===== src/design/tss_pkg.sv =====
// Shared types and constants for the tick scheduler with semaphores.
// Used by the controller, the datapath and the top level.
package tss_pkg;

   localparam int NUM_TASKS_DEFAULT      = 8;
   localparam int NUM_SEMAPHORES_DEFAULT = 8;
   localparam int SLEEP_WIDTH_DEFAULT    = 16;

   localparam int MODE_W   = 2;
   localparam int SEM_IN_W = 3;
   localparam int TICKS_W  = 16;
   localparam int TASK_OUT_W = 3;
   localparam int CSR_W    = 64;
   localparam int CSR_IDX_W = 1;
   localparam int SLICE_W  = 8;
   localparam int COUNT_W  = 10;

   localparam logic [MODE_W-1:0] MODE_TICK  = 2'd0;
   localparam logic [MODE_W-1:0] MODE_SLEEP = 2'd1;
   localparam logic [MODE_W-1:0] MODE_P     = 2'd2;
   localparam logic [MODE_W-1:0] MODE_V     = 2'd3;

   localparam logic [CSR_IDX_W-1:0] CSR_PRIORITY = 1'd0;
   localparam logic [CSR_IDX_W-1:0] CSR_SEM_INIT = 1'd1;

   localparam logic signed [COUNT_W-1:0] COUNT_MAX = 10'sd511;
   localparam logic signed [COUNT_W-1:0] COUNT_MIN = -10'sd512;

   typedef enum logic [2:0] {
      ST_IDLE,
      ST_EVENT,
      ST_WAKE,
      ST_AGE,
      ST_SCAN,
      ST_CHECK,
      ST_OUT
   } state_type;

   typedef struct packed {
      logic capture;      // take the request word
      logic slice_dec;    // consume one slice of the running task
      logic sleep_write;  // park the running task
      logic sem_p;        // P: count down, block and enqueue when negative
      logic sem_v;        // V: count up, dequeue when waiters remain
      logic wake_apply;   // release the dequeued task
      logic age_all;      // decrement every nonzero sleep count
      logic scan_clear;   // restart the scan at task 0
      logic scan_step;    // compare one task
      logic refill_all;   // refill empty slices from priorities
      logic commit_pick;  // make the best task the running one
      logic out_load;     // load the result register
      logic out_none;     // none_ready value for out_load
   } ctrl_cmd_type;

   typedef struct packed {
      logic [MODE_W-1:0] mode;
      logic              sem_ok;
      logic              p_blocks;
      logic              v_wakes;
      logic              idx_last;
      logic              best_zero;
      logic              out_busy;
   } ctrl_status_type;

endpackage


===== src/design/tss_ram.sv =====
// Generic single-write, single-read RAM with registered read data.
// No dependencies.
module tss_ram #(
   parameter int WIDTH = 8,
   parameter int DEPTH = 64
) (
   input  logic                     clock,
   input  logic                     wr_en,
   input  logic [$clog2(DEPTH)-1:0] wr_addr,
   input  logic [WIDTH-1:0]         wr_data,
   input  logic                     rd_en,
   input  logic [$clog2(DEPTH)-1:0] rd_addr,
   output logic [WIDTH-1:0]         rd_data
);

   logic [WIDTH-1:0] mem_ff [DEPTH];
   logic [WIDTH-1:0] rd_data_ff;

   always_ff @(posedge clock) begin
      if (wr_en) begin
         mem_ff[wr_addr] <= wr_data;
      end
      if (rd_en) begin
         rd_data_ff <= mem_ff[rd_addr];
      end
   end

   assign rd_data = rd_data_ff;

endmodule


===== src/design/tss_ctrl.sv =====
// Sequencer for the scheduler: decodes one event and steps the scan.
// Depends on tss_pkg.
module tss_ctrl import tss_pkg::*; (
   input  logic            clock,
   input  logic            reset,
   input  logic            req_valid,
   output logic            req_stall,
   input  ctrl_status_type status,
   output ctrl_cmd_type    cmd
);

   state_type state_ff, state_in;
   logic      pass_ff, pass_in;

   always_ff @(posedge clock) begin
      if (reset) begin
         state_ff <= ST_IDLE;
         pass_ff  <= 1'b0;
      end else begin
         state_ff <= state_in;
         pass_ff  <= pass_in;
      end
   end

   always_comb begin
      state_in  = state_ff;
      pass_in   = pass_ff;
      cmd       = '0;
      req_stall = 1'b1;
      case (state_ff)
         ST_IDLE: begin
            req_stall = 1'b0;
            if (req_valid) begin
               cmd.capture = 1'b1;
               pass_in     = 1'b0;
               state_in    = ST_EVENT;
            end
         end
         ST_EVENT: begin
            state_in = ST_OUT;
            case (status.mode)
               MODE_TICK: begin
                  cmd.slice_dec = 1'b1;
                  state_in      = ST_AGE;
               end
               MODE_SLEEP: begin
                  cmd.sleep_write = 1'b1;
                  state_in        = ST_AGE;
               end
               MODE_P: begin
                  if (status.sem_ok) begin
                     cmd.sem_p = 1'b1;
                     if (status.p_blocks) begin
                        state_in = ST_AGE;
                     end
                  end
               end
               default: begin
                  if (status.sem_ok) begin
                     cmd.sem_v = 1'b1;
                     if (status.v_wakes) begin
                        state_in = ST_WAKE;
                     end
                  end
               end
            endcase
         end
         ST_WAKE: begin
            cmd.wake_apply = 1'b1;
            state_in       = ST_OUT;
         end
         ST_AGE: begin
            cmd.age_all    = 1'b1;
            cmd.scan_clear = 1'b1;
            pass_in        = 1'b0;
            state_in       = ST_SCAN;
         end
         ST_SCAN: begin
            cmd.scan_step = 1'b1;
            if (status.idx_last) begin
               state_in = ST_CHECK;
            end
         end
         ST_CHECK: begin
            if (!status.best_zero) begin
               cmd.commit_pick = 1'b1;
               state_in        = ST_OUT;
            end else if (!pass_ff) begin
               // refill empty slices, then scan once more
               cmd.refill_all = 1'b1;
               cmd.scan_clear = 1'b1;
               pass_in        = 1'b1;
               state_in       = ST_SCAN;
            end else begin
               state_in = ST_OUT;
            end
         end
         ST_OUT: begin
            cmd.out_none = status.best_zero && pass_ff;
            if (!status.out_busy) begin
               cmd.out_load = 1'b1;
               state_in     = ST_IDLE;
            end
         end
         default: begin
            state_in = ST_IDLE;
         end
      endcase
   end

endmodule


===== src/design/tss_datapath.sv =====
// Task tables, semaphore counts, wait rings and result register.
// Depends on tss_pkg and tss_ram.
module tss_datapath import tss_pkg::*; #(
   parameter int NUM_TASKS      = NUM_TASKS_DEFAULT,
   parameter int NUM_SEMAPHORES = NUM_SEMAPHORES_DEFAULT,
   parameter int SLEEP_WIDTH    = SLEEP_WIDTH_DEFAULT
) (
   input  logic                  clock,
   input  logic                  reset,
   input  logic [MODE_W-1:0]     req_mode,
   input  logic [SEM_IN_W-1:0]   req_sem_index,
   input  logic [TICKS_W-1:0]    req_sleep_ticks,
   input  logic                  csr_write_enable,
   input  logic [CSR_IDX_W-1:0]  csr_index,
   input  logic [CSR_W-1:0]      csr_write_data,
   input  ctrl_cmd_type          cmd,
   output ctrl_status_type       status,
   output logic                  rsp_valid,
   input  logic                  rsp_stall,
   output logic [TASK_OUT_W-1:0] rsp_running_task,
   output logic                  rsp_none_ready,
   output logic                  rsp_caller_blocked,
   output logic                  rsp_woken_valid,
   output logic [TASK_OUT_W-1:0] rsp_woken_task
);

   localparam int TASK_W = $clog2(NUM_TASKS);
   localparam int SEM_W  = (NUM_SEMAPHORES > 1) ? $clog2(NUM_SEMAPHORES) : 1;
   localparam int RING_DEPTH = NUM_SEMAPHORES * NUM_TASKS;
   localparam int ADDR_W = $clog2(RING_DEPTH);
   localparam logic [TASK_W-1:0] LAST_TASK = TASK_W'(NUM_TASKS - 1);

   logic [CSR_W-1:0]       priority_ff;
   logic [SLICE_W-1:0]     slice_ff [NUM_TASKS];
   logic [SLEEP_WIDTH-1:0] sleep_ff [NUM_TASKS];
   logic [NUM_TASKS-1:0]   blocked_ff;
   logic [TASK_W-1:0]      current_ff;
   logic signed [COUNT_W-1:0] count_ff [NUM_SEMAPHORES];
   logic [TASK_W-1:0]      head_ff [NUM_SEMAPHORES];
   logic [TASK_W-1:0]      tail_ff [NUM_SEMAPHORES];

   logic [MODE_W-1:0]      mode_ff;
   logic [SEM_W-1:0]       sem_ff;
   logic                   sem_ok_ff;
   logic [SLEEP_WIDTH-1:0] ticks_ff;
   logic [TASK_W-1:0]      idx_ff;
   logic [SLICE_W-1:0]     best_ff;
   logic [TASK_W-1:0]      pick_ff;
   logic                   blk_ff;
   logic                   wv_ff;
   logic [TASK_W-1:0]      wt_ff;

   logic                   out_valid_ff;
   logic [TASK_OUT_W-1:0]  out_task_ff;
   logic                   out_none_ff;
   logic                   out_blk_ff;
   logic                   out_wv_ff;
   logic [TASK_OUT_W-1:0]  out_wt_ff;

   logic signed [COUNT_W-1:0] count_cur;
   logic signed [COUNT_W-1:0] count_dec;
   logic signed [COUNT_W-1:0] count_inc;
   logic [TASK_W-1:0]      head_cur;
   logic [TASK_W-1:0]      tail_cur;
   logic [TASK_W-1:0]      head_next;
   logic [TASK_W-1:0]      tail_next;
   logic [ADDR_W-1:0]      sem_base;
   logic [TASK_W-1:0]      ring_rd_data;
   logic                   idx_ready;
   logic                   ring_wr;
   logic                   ring_rd;

   assign count_cur = count_ff[sem_ff];
   assign count_dec = (count_cur != COUNT_MIN) ? count_cur - 10'sd1 : count_cur;
   assign count_inc = (count_cur != COUNT_MAX) ? count_cur + 10'sd1 : count_cur;
   assign head_cur  = head_ff[sem_ff];
   assign tail_cur  = tail_ff[sem_ff];
   assign head_next = (head_cur == LAST_TASK) ? '0 : head_cur + 1'b1;
   assign tail_next = (tail_cur == LAST_TASK) ? '0 : tail_cur + 1'b1;
   assign sem_base  = ADDR_W'(sem_ff) * ADDR_W'(NUM_TASKS);
   assign idx_ready = (sleep_ff[idx_ff] == '0) && !blocked_ff[idx_ff];

   assign ring_wr = cmd.sem_p && count_dec[COUNT_W-1];
   assign ring_rd = cmd.sem_v && (count_inc[COUNT_W-1] || count_inc == '0);

   tss_ram #(
      .WIDTH (TASK_W),
      .DEPTH (RING_DEPTH)
   ) u_ring (
      .clock   (clock),
      .wr_en   (ring_wr),
      .wr_addr (sem_base + ADDR_W'(tail_cur)),
      .wr_data (current_ff),
      .rd_en   (ring_rd),
      .rd_addr (sem_base + ADDR_W'(head_cur)),
      .rd_data (ring_rd_data)
   );

   // Event word and scan registers.
   always_ff @(posedge clock) begin
      if (cmd.capture) begin
         mode_ff   <= req_mode;
         sem_ff    <= req_sem_index[SEM_W-1:0];
         sem_ok_ff <= {1'b0, req_sem_index} < (SEM_IN_W + 1)'(NUM_SEMAPHORES);
         ticks_ff  <= SLEEP_WIDTH'(req_sleep_ticks);
         idx_ff    <= current_ff;
         blk_ff    <= 1'b0;
         wv_ff     <= 1'b0;
         wt_ff     <= '0;
         best_ff   <= '0;
      end
      if (cmd.scan_clear) begin
         idx_ff  <= '0;
         best_ff <= '0;
      end
      if (cmd.scan_step) begin
         idx_ff <= (idx_ff == LAST_TASK) ? '0 : idx_ff + 1'b1;
         if (idx_ready && slice_ff[idx_ff] > best_ff) begin
            best_ff <= slice_ff[idx_ff];
            pick_ff <= idx_ff;
         end
      end
      if (ring_wr) begin
         blk_ff <= 1'b1;
      end
      if (ring_rd) begin
         wv_ff <= 1'b1;
      end
      if (cmd.wake_apply) begin
         wt_ff <= ring_rd_data;
      end
   end

   // Task tables and semaphore state.
   always_ff @(posedge clock) begin
      if (reset) begin
         priority_ff <= '0;
         current_ff  <= '0;
         blocked_ff  <= '0;
         for (int i = 0; i < NUM_TASKS; i++) begin
            slice_ff[i] <= '0;
            sleep_ff[i] <= '0;
         end
         for (int s = 0; s < NUM_SEMAPHORES; s++) begin
            count_ff[s] <= '0;
            head_ff[s]  <= '0;
            tail_ff[s]  <= '0;
         end
      end else begin
         if (csr_write_enable && csr_index == CSR_PRIORITY) begin
            priority_ff <= csr_write_data;
         end
         if (csr_write_enable && csr_index == CSR_SEM_INIT) begin
            for (int s = 0; s < NUM_SEMAPHORES; s++) begin
               count_ff[s] <= COUNT_W'(csr_write_data[8*s +: 8]);
            end
         end
         if (cmd.slice_dec && slice_ff[idx_ff] != '0) begin
            slice_ff[idx_ff] <= slice_ff[idx_ff] - 1'b1;
         end
         if (cmd.sleep_write) begin
            sleep_ff[idx_ff] <= ticks_ff;
         end
         for (int i = 0; i < NUM_TASKS; i++) begin
            if (cmd.age_all && sleep_ff[i] != '0) begin
               sleep_ff[i] <= sleep_ff[i] - 1'b1;
            end
            if (cmd.refill_all && slice_ff[i] == '0) begin
               slice_ff[i] <= priority_ff[8*i +: 8];
            end
         end
         if (cmd.sem_p) begin
            count_ff[sem_ff] <= count_dec;
         end
         if (cmd.sem_v) begin
            count_ff[sem_ff] <= count_inc;
         end
         if (ring_wr) begin
            blocked_ff[current_ff] <= 1'b1;
            tail_ff[sem_ff]        <= tail_next;
         end
         if (ring_rd) begin
            head_ff[sem_ff] <= head_next;
         end
         if (cmd.wake_apply) begin
            blocked_ff[ring_rd_data] <= 1'b0;
         end
         if (cmd.commit_pick) begin
            current_ff <= pick_ff;
         end
      end
   end

   // Result register: hold while stalled, drop once taken.
   always_ff @(posedge clock) begin
      if (reset) begin
         out_valid_ff <= 1'b0;
      end else if (cmd.out_load) begin
         out_valid_ff <= 1'b1;
      end else if (!rsp_stall) begin
         out_valid_ff <= 1'b0;
      end
   end

   always_ff @(posedge clock) begin
      if (cmd.out_load) begin
         out_task_ff <= TASK_OUT_W'(current_ff);
         out_none_ff <= cmd.out_none;
         out_blk_ff  <= blk_ff;
         out_wv_ff   <= wv_ff;
         out_wt_ff   <= TASK_OUT_W'(wt_ff);
      end
   end

   assign status.mode      = mode_ff;
   assign status.sem_ok    = sem_ok_ff;
   assign status.p_blocks  = count_dec[COUNT_W-1];
   assign status.v_wakes   = count_inc[COUNT_W-1] || count_inc == '0;
   assign status.idx_last  = idx_ff == LAST_TASK;
   assign status.best_zero = best_ff == '0;
   assign status.out_busy  = out_valid_ff && rsp_stall;

   assign rsp_valid          = out_valid_ff;
   assign rsp_running_task   = out_task_ff;
   assign rsp_none_ready     = out_none_ff;
   assign rsp_caller_blocked = out_blk_ff;
   assign rsp_woken_valid    = out_wv_ff;
   assign rsp_woken_task     = out_wt_ff;

endmodule


===== src/design/tick_scheduler_with_semaphores_unit.sv =====
// Tick scheduler with counting semaphores, one event word in, one result word out.
// A V, a non-blocking P or an out-of-range semaphore goes straight to the result (a V that
// releases a waiter first passes the wake state); tick, sleep and a blocking P first age the
// sleep counts and scan the tasks (one task a cycle), and refill empty slices and scan again
// when no ready task has a slice left. A new word is taken only after the last result is loaded.
// Reset (synchronous) clears all slices, sleep counts, blocks, counts and pointers.
module tick_scheduler_with_semaphores_unit import tss_pkg::*; #(
   parameter int NUM_TASKS      = NUM_TASKS_DEFAULT,
   parameter int NUM_SEMAPHORES = NUM_SEMAPHORES_DEFAULT,
   parameter int SLEEP_WIDTH    = SLEEP_WIDTH_DEFAULT
) (
   input  logic                  clock,
   input  logic                  reset,
   input  logic                  req_valid,
   output logic                  req_stall,
   input  logic [MODE_W-1:0]     req_mode,
   input  logic [SEM_IN_W-1:0]   req_sem_index,
   input  logic [TICKS_W-1:0]    req_sleep_ticks,
   output logic                  rsp_valid,
   input  logic                  rsp_stall,
   output logic [TASK_OUT_W-1:0] rsp_running_task,
   output logic                  rsp_none_ready,
   output logic                  rsp_caller_blocked,
   output logic                  rsp_woken_valid,
   output logic [TASK_OUT_W-1:0] rsp_woken_task,
   input  logic                  csr_write_enable,
   input  logic [CSR_IDX_W-1:0]  csr_index,
   input  logic [CSR_W-1:0]      csr_write_data
);

   ctrl_cmd_type    cmd;
   ctrl_status_type status;

   tss_ctrl u_ctrl (
      .clock     (clock),
      .reset     (reset),
      .req_valid (req_valid),
      .req_stall (req_stall),
      .status    (status),
      .cmd       (cmd)
   );

   tss_datapath #(
      .NUM_TASKS      (NUM_TASKS),
      .NUM_SEMAPHORES (NUM_SEMAPHORES),
      .SLEEP_WIDTH    (SLEEP_WIDTH)
   ) u_datapath (
      .clock              (clock),
      .reset              (reset),
      .req_mode           (req_mode),
      .req_sem_index      (req_sem_index),
      .req_sleep_ticks    (req_sleep_ticks),
      .csr_write_enable   (csr_write_enable),
      .csr_index          (csr_index),
      .csr_write_data     (csr_write_data),
      .cmd                (cmd),
      .status             (status),
      .rsp_valid          (rsp_valid),
      .rsp_stall          (rsp_stall),
      .rsp_running_task   (rsp_running_task),
      .rsp_none_ready     (rsp_none_ready),
      .rsp_caller_blocked (rsp_caller_blocked),
      .rsp_woken_valid    (rsp_woken_valid),
      .rsp_woken_task     (rsp_woken_task)
   );

endmodule


===== config.mk =====
export PLATFORM = sky130hd
export DESIGN_NAME = tick_scheduler_with_semaphores_unit
export DESIGN_NICKNAME = d
export VERILOG_FILES = /design/src/design/tss_pkg.sv /design/src/design/tss_ram.sv /design/src/design/tss_ctrl.sv /design/src/design/tss_datapath.sv /design/src/design/tick_scheduler_with_semaphores_unit.sv
export SDC_FILE = /design/constraint.sdc
export NUM_CORES = 1
export LEC_CHECK = 0
export BUFFER_PORTS_ARGS = -buffer_cell sky130_fd_sc_hd__buf_2
export CAP_MARGIN = 40
export CORE_UTILIZATION = 45
export CTS_CLUSTER_DIAMETER = 60
export DETAILED_ROUTE_END_ITERATION = 10
export GPL_TIMING_DRIVEN = 0
export PLACE_DENSITY_LB_ADDON = 0.05
export SLEW_MARGIN = 40
export SYNTH_ARGS = -nofsm -noshare
export SYNTH_HDL_FRONTEND = slang
export SYNTH_HIERARCHICAL = 1
export SYNTH_SLANG_ARGS = --single-unit

===== constraint.sdc =====
create_clock -name clock -period 4.77 [get_ports clock]
set_input_delay 0.2385 -clock clock [delete_from_list [all_inputs] [get_ports clock]]
set_output_delay 0.2385 -clock clock [all_outputs]
set_load 0.005 [all_outputs]

* After elaboration in Yosys (flattened, before gate mapping)
Memory sizes are Yosys's and may differ from the RTL's. A register that Yosys moved wholly into a read port is not among the register bits. Cells that the tools add are included.
Word-level totals: memory bits (writable) 512, bits of input ports 91, memories 6, output and inout bits 11, register bits after elaboration 129
Memory list:
- u_datapath.u_ring.mem_ff | words 64, bits a word 3, rd ports 1, clocked after Yosys merged registers in 1, wr ports 1, line tss_ram.sv:16 | logic [WIDTH-1:0] mem_ff [DEPTH];
- u_datapath.sleep_ff | words 8, bits a word 16, rd ports 9, clocked after Yosys merged registers in 1, wr ports 8, line tss_datapath.sv:35 | logic [SLEEP_WIDTH-1:0] sleep_ff [NUM_TASKS];
- u_datapath.count_ff | words 8, bits a word 10, rd ports 1, clocked after Yosys merged registers in 1, wr ports 9, line tss_datapath.sv:38 | logic signed [COUNT_W-1:0] count_ff [NUM_SEMAPHORES];
- u_datapath.slice_ff | words 8, bits a word 8, rd ports 9, clocked after Yosys merged registers in 1, wr ports 8, line tss_datapath.sv:34 | logic [SLICE_W-1:0] slice_ff [NUM_TASKS];
- u_datapath.head_ff | words 8, bits a word 3, rd ports 1, clocked after Yosys merged registers in 1, wr ports 8, line tss_datapath.sv:39 | logic [TASK_W-1:0] head_ff [NUM_SEMAPHORES];
- u_datapath.tail_ff | words 8, bits a word 3, rd ports 1, clocked after Yosys merged registers in 1, wr ports 8, line tss_datapath.sv:40 | logic [TASK_W-1:0] tail_ff [NUM_SEMAPHORES];
Cells by class: $lt $le $gt $ge 6, reductions and logical operators 63, multiplexer cells 169, add/subtract/negate cells 16, equal/unequal tests 18, bitwise operators 29
Operators by type and width (number):
- 2-to-1 mux 16 bit | 9
- 2-to-1 mux 8 bit | 16
- nonzero test 16 bit | 8
- subtractor 16 x 1 -> 16 bit, second input constant | 8
- 2-to-1 mux 10 bit | 11
- 2-to-1 mux 1 bit | 97
- zero test 8 bit | 9
- 2-to-1 mux 3 bit | 24
- logical AND 1 bit | 27
- OR 1 bit | 25
- case mux 3 bit (7 select lines) | 1
- != test 10 bit, second input constant | 2
- equality test 3 bit, second input constant | 6
- zero test 16 bit | 1
- OR reduction 16 bit | 1
- adder 6 x 3 -> 6 bit | 2
- less-than comparator 3 x 4 -> 1 bit, second input constant | 3
- adder 10 x 2 -> 10 bit, second input constant | 1
- zero test 10 bit | 1
- subtractor 10 x 2 -> 10 bit, second input constant | 1
- adder 3 x 1 -> 3 bit, second input constant | 3
- OR reduction 3 bit | 3
- AND 8 bit | 1
- > comparator 8 bit | 1
- 29 further kinds | 40

* Longest topological paths before layout
Gate-level depths: netlist of the first run.
word-level depth 10, depth in mapped cells 16

* Modules after synthesis
The synthesis of the first run kept the hierarchy.
Modules (own cells, without submodules):
- tss_datapath | sequential area each 12622.1 um^2, area each 24175.7 um^2, cells each 2217, instances 1
- tss_ram | sequential area each 5855.6 um^2, area each 7893.8 um^2, cells each 423, instances 1
- tss_ctrl | sequential area each 80.1 um^2, area each 385.4 um^2, cells each 54, instances 1

* Least setup slack after synthesis of the first run
No wires, ideal clock.
kind register to register, start register with a tool-made name, end register u_datapath.u_ring.rd_data_ff[1] (netlist: u_datapath/u_ring/rd_data[1]) (read register of u_datapath.u_ring.mem_ff), data pin, arrival time 3595 ps, cell stages (with the launch flop) 13, setup slack 901 ps, period minus slack after synthesis 3869 ps, data required time 4497 ps, path through dfxtp_1 > buf_6 > buf_6 > buf_4 > buf_1 > mux4_2 > mux2_2 > buf_6 > mux4_1 > mux4_2 > nor2b_4 > a211oi_2 > a31oi_1
RTL lines:
- end, declared | line tss_ram.sv:17 | logic [WIDTH-1:0] rd_data_ff;

==> results of run 1 <==
metrics by stage:
step	instances	TNS [ns]	setup slack (ns)	utilization	area (um2)
2_1_floorplan	2694	0	0.901	-	32500
3_5_place_dp	3749	-24.58	-0.360	0.481	34300
3_3_place_gp	3745	-56.89	-0.632	0.479	34100
5_1_grt	3975	0	0.00132	0.530	37800
6_report	3976	0	0.104	0.530	37800
4_1_cts	3972	-0.359	-0.0353	0.529	37700
what timing repair did:
| item | 4_1_cts | 5_1_grt |
|---|---|---|
| setup buffers | 2 | 2 |
| endpoints found under the hold margin | 107 | 0 |
| gates resized for setup | 16 | 22 |
| hold buffers | 86 | 0 |
| setup endpoints to repair | 182 | 235 |
| pin swaps | 0 | 2 |
layer usage:
layer,global-route usage,part of all wire,up-vias
li1,-,-,10700
met1,0.369,0.43,11600
met2,0.407,0.45,993
met3,0.0670,0.091,227
met4,0.0812,0.030,8
met5,0,0.00044,-
final cells by class:
cell class,count,area (um2),share of cell area
clock inverters,28,310,0.00820
repair buffers,197,1500,0.0398
well taps,950,1190,0.0314
multi-input cells,1840,13200,0.350
inverters,55,206,0.00546
plain buffers,148,688,0.0182
diodes,1,2.50,0.0000662
clock buffers,107,2130,0.0564
flip-flops and latches,650,18600,0.491
registers in the layout (all words and copies together) (netlist names), 16 cells and up, named ones only:
name,flops
u_datapath/count_ff,80
u_datapath/head_ff,24
u_datapath/priority_ff,64
u_datapath/sleep_ff,128
u_datapath/slice_ff,64
u_datapath/tail_ff,24
u_datapath/ticks_ff,16
u_datapath/u_ring/mem_ff,192
path summary, 6_finish.rpt:
kind / depth (start not counted) / slack [ns] / from / to
min: 3 / 0.12 / req_valid / u_datapath/sem_ff[1]
max: 12 / 0.10 / flop / u_datapath/u_ring/mem_ff[32][0]
max reg2reg: 12 / 0.10 / flop / u_datapath/u_ring/mem_ff[32][0]
min reg2reg: 0 / 0.42 / u_datapath/wt_ff[0] / u_datapath/rsp_woken_task[0]
synthesized netlist by cell type, types with 6 or more instances:
library cell | n | area [um2]
nor2_1 | 292 | 1100
o31ai_1 | 12 | 90.1
dfxtp_1 | 96 | 1920
a211oi_1 | 22 | 165
and3_1 | 12 | 75.1
a31oi_1 | 6 | 37.5
nor3b_1 | 12 | 90.1
xor2_1 | 36 | 315
nand3_1 | 169 | 846
edfxtp_1 | 554 | 16600
ha_1 | 31 | 388
and2_1 | 7 | 43.8
or2_2 | 10 | 62.6
o21a_1 | 7 | 52.6
nand2b_1 | 19 | 119
nand4b_1 | 6 | 52.6
nor2b_1 | 24 | 150
o211ai_1 | 15 | 113
a21oi_1 | 110 | 551
nor4_1 | 36 | 225
nor2_2 | 8 | 50.1
buf_6 | 7 | 78.8
inv_1 | 54 | 203
nand2_1 | 270 | 1010
mux4_2 | 89 | 2000
mux2_2 | 148 | 1670
o21ai_0 | 139 | 696
nand4_1 | 25 | 156
or4_1 | 18 | 135
buf_2 | 20 | 100
or3_1 | 27 | 169
buf_1 | 23 | 86.3
mux2i_1 | 55 | 551
o22ai_1 | 8 | 50.1
buf_4 | 11 | 82.6
nor3_1 | 52 | 260
xnor2_1 | 60 | 526
clkbuf_1 | 88 | 330
kinds of logic (layout without fill, tap and decap cells):
| family | Yosys count | in the layout | share of synthesized area |
|---|---|---|---|
| and+or+nand+nor | 1024 | 1024 | 0.151 |
| DFF | 650 | 650 | 0.572 |
| AOI/OAI and AO/OA | 384 | 384 | 0.0741 |
| muxes | 302 | 302 | 0.137 |
| buffers and inverters | 204 | 535 | 0.0273 |
| xor gates and xnor gates | 98 | 98 | 0.0269 |
| adders and majority gates | 31 | 31 | 0.0120 |
| other | 1 | 2 | 0.000116 |
tightest hold or removal path, cell delays in order:
cell    delay, ns
buf_2        0.15
inv_1        0.10
nor2_4       0.08
power by group through the flow:
stage,clock (mW),combinational (mW),sequential (mW)
2_1_floorplan,0,3.75,6.94
3_3_place_gp,0,5.44,7.20
3_5_place_dp,0,5.59,7.20
4_1_cts,5.84,5.71,7.09
5_1_grt,6.03,6.18,7.13
6_report,5.72,5.80,7.09
==> results.yml, run 1 <==
clock_network:
  root_buffer: "clkbuf_16"
  clock_sinks: 650
  clkTransAtPathRegs_ns: 0.06
  cts_tree: "yes"
  htree_levels: 3
  clock_latency_ns: 0.62
  cts_buffer_depth: 3
  cts_buffers: 74
power_and_ir_drop:
  p_comb_frac: 0.312
  switching_power_mw: 6.50
  power_leakage_nw: 13.1
  power_density_nw_per_um2: 492
  totalPowerFinal_mw: 18.6
  intPower_mw: 12.1
  p_sw_frac: 0.349
  peakVddDrop_mv: 0.426
  p_seq_frac: 0.381
  clkPwrFrac: 0.307
synthesis:
  synth_edf_count: 554
  synth_warnings: 6
  netlist-cell-type-count: 100
  async_reset_ff_frac: 0
  syn-cell-area_um2: 32500
  syn_nets: 2816
  yosysSeqAreaShare: 0.572
  syn_inst: 2694
  ys_ff_latch: 650
  avgSynthCellArea_um2: 12.0
  synthFlopType: "edfxtp_1"
drt:
  drt-initial-drc-count: 2261
  wl_um: 97900
  drcViolationCount: 0
  dr_total_vias: 23600
  ant_nets: 0
  first_pass_iters: 6
  via_per_inst: 5.93
  routedWlPerCell_um: 24.6
critical_path:
  path_cells: "buf_2 -> mux4_2 -> mux2_2 -> or4_4 -> buf_6 -> o31ai_4 -> o311ai_4 -> buf_2 -> inv_1 -> nor2b_2 -> nand2_2 -> nor2_1"
  path_delay_family: "simple AND/OR/NAND/NOR gates"
  worstPathRequired_ns: 5.06
  worstPathArrival_ns: 4.96
  crit_buf_inv: 4
  worst_setup_path_start_kind: "flop"
  critical_path.max_fanout: 10
  cp_slowest_stage_delay_ns: 0.56
  critical_path_class: "flop to flop"
  end_kind: "flop"
  crit_top_cell: "buf_2"
  cp_slowest_cell: "or4_4"
die:
  core_area_um2: 71400
  initial_core_util: 0.455
  die_area_um2: 73200
  io_pins: 102
  dieHeight_um: 271
  dieWidth_um: 271
  core.rowCount: 98
grt:
  grt-ovfl-total: 0
  grt_use_total: 0.265
  grt_start_max_net_pins: 41
  grt_pass1_vias: 23200
  antenna_found_initial: 7
  grt_pass1_wl_um: 145000
sta:
  min_period_ns: 4.67
  rsz0062_at_grt: "no"
  whs_ns: 0.119
  tightestPinTransition_ns: 0.837
  slew_headroom: 0.439
  finClkSkew_ns: 0.0198
  hold_violations: 0
  fmax_mhz: 214
  finalSetupViolCount: 0
  fin_crit_sh: 0.978
  drv_slew: 0
status:
  status: "finished clean"
layout:
  final_nets: 3088
  final_cell_mix: "edfxtp_1 (554), nor2_1 (278), nand2_1 (266), nand3_1 (165), mux2_2 (148)"
  drive_gt1_frac: 0.198
  final_common_cell: "edfxtp_1"
  fillers: 6237
  synthToLayoutAreaGrowth_pct: 16.6
placement:
  port_buffers: 101
  hpwl_um: 70100
  gp_congestion: 0.983
min_path:
  hold_path_class: "input port to flop"
flow_run:
  drv_cap: 0
(Power assumes the default switching activity.)
==> run 2: changes to the inputs <==
--- a/config.mk
+++ b/config.mk
@@ -7,5 +7,5 @@
 export LEC_CHECK = 0
 export BUFFER_PORTS_ARGS = -buffer_cell sky130_fd_sc_hd__buf_2
-export CAP_MARGIN = 40
+export CAP_MARGIN = 15
 export CORE_UTILIZATION = 45
 export CTS_CLUSTER_DIAMETER = 60
@@ -13,5 +13,5 @@
 export GPL_TIMING_DRIVEN = 0
 export PLACE_DENSITY_LB_ADDON = 0.05
-export SLEW_MARGIN = 40
+export SLEW_MARGIN = 10
 export SYNTH_ARGS = -nofsm -noshare
 export SYNTH_HDL_FRONTEND = slang
==> constraint.sdc (replaced) <==
create_clock -name clock -period 4.77 [get_ports clock]
set_input_delay 0 -clock clock [delete_from_list [all_inputs] [get_ports clock]]
set_output_delay 0 -clock clock [all_outputs]
set_load 0.005 [all_outputs]
==> run 2 against run 1 <==
Against the previous run:
- worst hold slack worse by 0.031 ns
- global-route usage is 0.11 points lower
- first-iteration DRC count is 7.5% higher
==> results.yml, run 2 (synthesized netlist as in run 1, its figures left out) <==
status:
  status: "finished clean"
die:
  core.rowCount: 98
  die_area_um2: 73200
  dieHeight_um: 271
  dieWidth_um: 271
  initial_core_util: 0.455
  core_area_um2: 71400
  io_pins: 102
layout:
  final_common_cell: "edfxtp_1"
  top_regs: "u_datapath/u_ring/mem_ff x192, u_datapath/sleep_ff x128, u_datapath/count_ff x80"
  largest_reg_flops: 192
  post-route-util: 0.530
  drive_gt1_frac: 0.193
  final_nets: 3095
  synthToLayoutAreaGrowth_pct: 16.4
  regMostFlops: "u_datapath/u_ring/mem_ff"
  final_cell_mix: "edfxtp_1 (554), nor2_1 (283), nand2_1 (266), nand3_1 (166), mux2_2 (148)"
placement:
  port_buffers: 101
  gp_congestion: 0.983
  hpwl_um: 70300
drt:
  ant_nets: 0
  wl_um: 97600
  via_per_inst: 5.93
  routedWlPerCell_um: 24.5
  drt-initial-drc-count: 2431
  first_pass_iters: 7
  drcViolationCount: 0
  dr_total_vias: 23600
critical_path:
  end_kind: "flop"
  worst_setup_path_start_kind: "flop"
  cp_slowest_stage_delay_ns: 0.56
  critical_path.max_fanout: 10
  r2r_end: "u_datapath/u_ring/mem_ff[32][2]"
  crit_buf_inv: 4
  path_delay_family: "simple AND/OR/NAND/NOR gates"
  rrSetupSlack_ns: 0.13
  worstPathRequired_ns: 5.08
  cp_slowest_cell: "or4_4"
  crit_end: "u_datapath/u_ring/mem_ff[32][2]"
  worstPathArrival_ns: 4.95
  r2r_cells: 12
  crit_top_cell: "buf_2"
  cp_num_cells: 12
  path_cells: "buf_2 -> mux4_2 -> mux2_2 -> or4_4 -> buf_6 -> o31ai_4 -> o311ai_4 -> buf_2 -> inv_1 -> nor2b_2 -> nand2_2 -> nor2_1"
  critical_path_class: "flop to flop"
clock_network:
  root_buffer: "clkbuf_16"
  cts_buffers: 75
  cts_buffer_depth: 3
  cts_tree: "yes"
  clkTransAtPathRegs_ns: 0.06
  htree_levels: 3
  clock_latency_ns: 0.63
  clock_sinks: 650
grt:
  antenna_found_initial: 3
  grt_use_total: 0.264
  grt-ovfl-total: 0
  gr-usage-met2: 0.406
  grt_start_max_net_pins: 41
  grt_util_met3: 0.0524
  grt_pass1_vias: 23100
  grt_use_met1: 0.376
  grt_pass1_wl_um: 145000
  grt.busiest_layer: "met2"
sta:
  rsz0062_at_grt: "no"
  min_period_ns: 4.64
  hold_violations: 0
  drv_slew: 0
  finalSetupViolCount: 0
  tns_ns: 0
  fin_crit_sh: 0.972
  fmax_mhz: 216
  finClkSkew_ns: 0.0280
  slew_headroom: 0.199
  tightestPinTransition_ns: 1.20
power_and_ir_drop:
  clkPwrFrac: 0.308
  intPower_mw: 12.1
  peakVddDrop_mv: 0.402
  switching_power_mw: 6.52
  power_leakage_nw: 13.1
  p_sw_frac: 0.350
  p_comb_frac: 0.311
  power_density_nw_per_um2: 492
  p_seq_frac: 0.381
flow_run:
  drv_cap: 0
min_path:
  hold_path_class: "input port to flop"
-- run 2: per-stage QoR --
step           total power, mW  setup WS [ns]  hold WS (ns)  area, um2  std cells
6_report                  18.6          0.132        0.0879      37800       3985
5_1_grt                   19.4        0.00404        0.0712      37800       3982
4_1_cts                   18.6        -0.0347        0.0461      37700       3979
3_5_place_dp              12.8         -0.741         0.178      34300       3752
3_3_place_gp              12.6         -0.632         0.178      34100       3745
2_1_floorplan             10.7          0.901        0.0691      32500       2694
-- run 2: power by group through the flow --
stage	clock network, mW	logic [mW]	registers, mW
floorplan	0	3.75	6.94
global placement	0	5.44	7.20
detailed placement	0	5.55	7.21
CTS	5.86	5.67	7.09
global route	6.04	6.17	7.14
finish	5.74	5.78	7.09
-- run 2: cell type report --
class | count | area (um2)
diodes | 3 | 7.51
flip-flops and latches | 650 | 18600
repair buffers | 203 | 1540
multi-input cells | 1840 | 13100
clock buffers | 102 | 2080
plain buffers | 148 | 686
inverters | 55 | 206
clock inverters | 34 | 378
fillers | 6228 | 33600
well taps | 950 | 1190
-- run 2: repair_timing --
item | 4_1_cts | 5_1_grt
setup buffers | 2 | 4
hold buffers | 89 | 0
setup endpoints to repair | 313 | 235
pin swaps | 0 | 4
resized for setup | 18 | 22
endpoints found under the hold margin | 178 | 0
-- run 2: worst min-delay path by stage --
stage,startpoint,to,slack (ns),cells past startpoint
2_1_floorplan,reset,u_ctrl/state_ff[1],0.07,1
6_report,req_sleep_ticks[7],u_datapath/ticks_ff[7],0.09,2
5_1_grt,req_sleep_ticks[10],u_datapath/ticks_ff[10],0.07,2
3_3_place_gp,req_sleep_ticks[1],u_datapath/ticks_ff[1],0.18,1
3_5_place_dp,req_sleep_ticks[6],u_datapath/ticks_ff[6],0.18,1
4_1_cts,req_sleep_ticks[8],u_datapath/ticks_ff[8],0.05,2
-- run 2: worst register-to-register path, stage by stage (launching register included) --
cell and delay [ns]:
dfxtp_1 0.30, buf_2 0.32, mux4_2 0.56, mux2_2 0.37
or4_4 0.56, buf_6 0.15, o31ai_4 0.27, o311ai_4 0.27
buf_2 0.32, inv_1 0.23, nor2b_2 0.36, nand2_2 0.29
nor2_1 0.34
-- run 2: per-layer routing --
layer	vias up	wire length [um]
met5	-	0
met4	0	3020
met3	203	8170
met2	1025	43700
met1	11700	42700
li1	10700	-
==> run 3: changes to the inputs <==
==> constraint.sdc (replaced) <==
create_clock -name clock -period 4.77 [get_ports clock]
set_input_delay 0.2385 -clock clock [delete_from_list [all_inputs] [get_ports clock]]
set_output_delay 0.2385 -clock clock [all_outputs]
set_load 0.005 [all_outputs]
==> run 3 against run 2 <==
Against the previous run:
- routed wire length barely moved
- core utilization barely moved
- combinational power barely moved
- worst setup slack improved by 0.0036 ns
- clock-buffer cell count did not move
- non-clock buffer count fell by 3
- via count fell by 0.44%
==> results.yml, run 3 (synthesized netlist as in run 1, its figures left out) <==
grt:
  grt_pass1_wl_um: 145000
  grt-ovfl-total: 0
  grt_start_max_net_pins: 41
  antenna_found_initial: 3
  grt_pass1_vias: 23100
  grt_use_total: 0.264
layout:
  fin_cells: 3981
  post-route-util: 0.529
  regMostFlops: "u_datapath/u_ring/mem_ff"
  final_nets: 3092
  synthToLayoutAreaGrowth_pct: 16.3
  top_regs: "u_datapath/u_ring/mem_ff x192, u_datapath/sleep_ff x128, u_datapath/count_ff x80"
  final_cell_mix: "edfxtp_1 (554), nor2_1 (283), nand2_1 (266), nand3_1 (166), mux2_2 (148)"
  final_common_cell: "edfxtp_1"
  drive_gt1_frac: 0.193
  largest_reg_flops: 192
clock_network:
  cts_tree: "yes"
  cts_buffers: 75
  cts_buffer_depth: 3
  clkTransAtPathRegs_ns: 0.06
  clock_latency_ns: 0.63
  root_buffer: "clkbuf_16"
  htree_levels: 3
  clock_sinks: 650
sta:
  fin_crit_sh: 0.971
  slew_headroom: 0.222
  hold_violations: 0
  setup_slack_ns: 0.136
  drv_slew: 0
  finClkSkew_ns: 0.0285
  tightestPinTransition_ns: 1.16
  fmax_mhz: 216
  min_period_ns: 4.63
  finalSetupViolCount: 0
  rsz0062_at_grt: "no"
critical_path:
  critical_path_class: "flop to flop"
  path_delay_family: "simple AND/OR/NAND/NOR gates"
  cp_slowest_stage_delay_ns: 0.56
  crit_top_cell: "buf_2"
  worstPathRequired_ns: 5.08
  worstPathArrival_ns: 4.94
  crit_buf_inv: 4
  end_kind: "flop"
  rrSetupSlack_ns: 0.14
  path_cells: "buf_2 -> mux4_2 -> mux2_2 -> or4_4 -> buf_6 -> o31ai_4 -> o311ai_4 -> buf_2 -> inv_1 -> nor2b_2 -> nand2_2 -> nor2_1"
  critical_path.max_fanout: 10
  cp_slowest_cell: "or4_4"
  worst_setup_path_start_kind: "flop"
die:
  initial_core_util: 0.455
  dieHeight_um: 271
  core.rowCount: 98
  dieWidth_um: 271
  core_area_um2: 71400
  die_area_um2: 73200
  io_pins: 102
power_and_ir_drop:
  p_sw_frac: 0.350
  p_comb_frac: 0.310
  intPower_mw: 12.1
  p_seq_frac: 0.381
  switching_power_mw: 6.51
  clkPwrFrac: 0.309
  power_density_nw_per_um2: 493
  power_leakage_nw: 13.1
  peakVddDrop_mv: 0.403
drt:
  via_per_inst: 5.91
  wl_um: 97600
  dr_total_vias: 23500
  first_pass_iters: 7
  drcViolationCount: 0
  drt-initial-drc-count: 2571
  routedWlPerCell_um: 24.5
  ant_nets: 0
flow_run:
  drv_cap: 0
placement:
  gp_congestion: 0.983
  dpl_worst_slack_ns: -0.741
  port_buffers: 101
  hpwl_um: 70300
  dpl.cell_count: 3752
status:
  status: "finished clean"
min_path:
  hold_path_class: "input port to flop"
==> run 3: area by class of cell <==
class / instances / area [um2]
Clock inverter: 34 / 378
Sequential cell: 650 / 18600
Buffer: 148 / 686
Antenna cell: 2 / 5.00
Tap cell: 950 / 1190
Multi-Input combinational cell: 1840 / 13100
Fill cell: 6233 / 33600
Timing Repair Buffer: 200 / 1510
Clock buffer: 102 / 2080
Inverter: 55 / 206
==> run 3: through the flow <==
stage	cell area, um2	power, mW	TNS [ns]	hold slack (ns)
global route	37800	19.3	0	0.139
detailed placement	34300	12.8	-87.02	0.407
CTS	37700	18.6	-0.285	0.116
global placement	34100	12.6	-56.89	0.407
floorplan	32500	10.7	0	0.308
finish	37800	18.6	0	0.144
==> run 3: layer usage <==
metal | global-route usage | wire (um)
met5 | 0 | 0
met4 | 0.0837 | 3080
met3 | 0.0524 | 8080
met2 | 0.406 | 43600
met1 | 0.376 | 42800
==> run 3: tightest hold or removal path: stages <==
cell,delay (ns)
buf_2,0.07
and2_1,0.27
o21a_1,0.16
==> run 3: worst paths after layout <==
| check | startpoint | endpoint | depth (start not counted) |
|---|---|---|---|
| worst max-delay path | flop | u_datapath/u_ring/mem_ff[32][2] | 12 |
| worst min-delay path | rsp_stall | u_datapath/rsp_valid | 3 |
| worst max register to register | flop | u_datapath/u_ring/mem_ff[32][2] | 12 |
| worst min register to register | u_datapath/wt_ff[0] | u_datapath/rsp_woken_task[0] | 0 |
==> run 3: power by group through the flow <==
stage | clock network, mW | logic [mW] | registers [mW]
floorplan | 0 | 3.75 | 6.94
global placement | 0 | 5.44 | 7.20
detailed placement | 0 | 5.55 | 7.21
CTS | 5.86 | 5.67 | 7.09
global route | 6.04 | 6.17 | 7.14
finish | 5.74 | 5.77 | 7.09
==> run 3: repair_timing <==
action	CTS	global route
buffers inserted	2	4
hold buffers	86	0
resized for setup	18	22
pin swaps	0	4
setup endpoints to repair	313	235
endpoints found under the hold margin	105	0
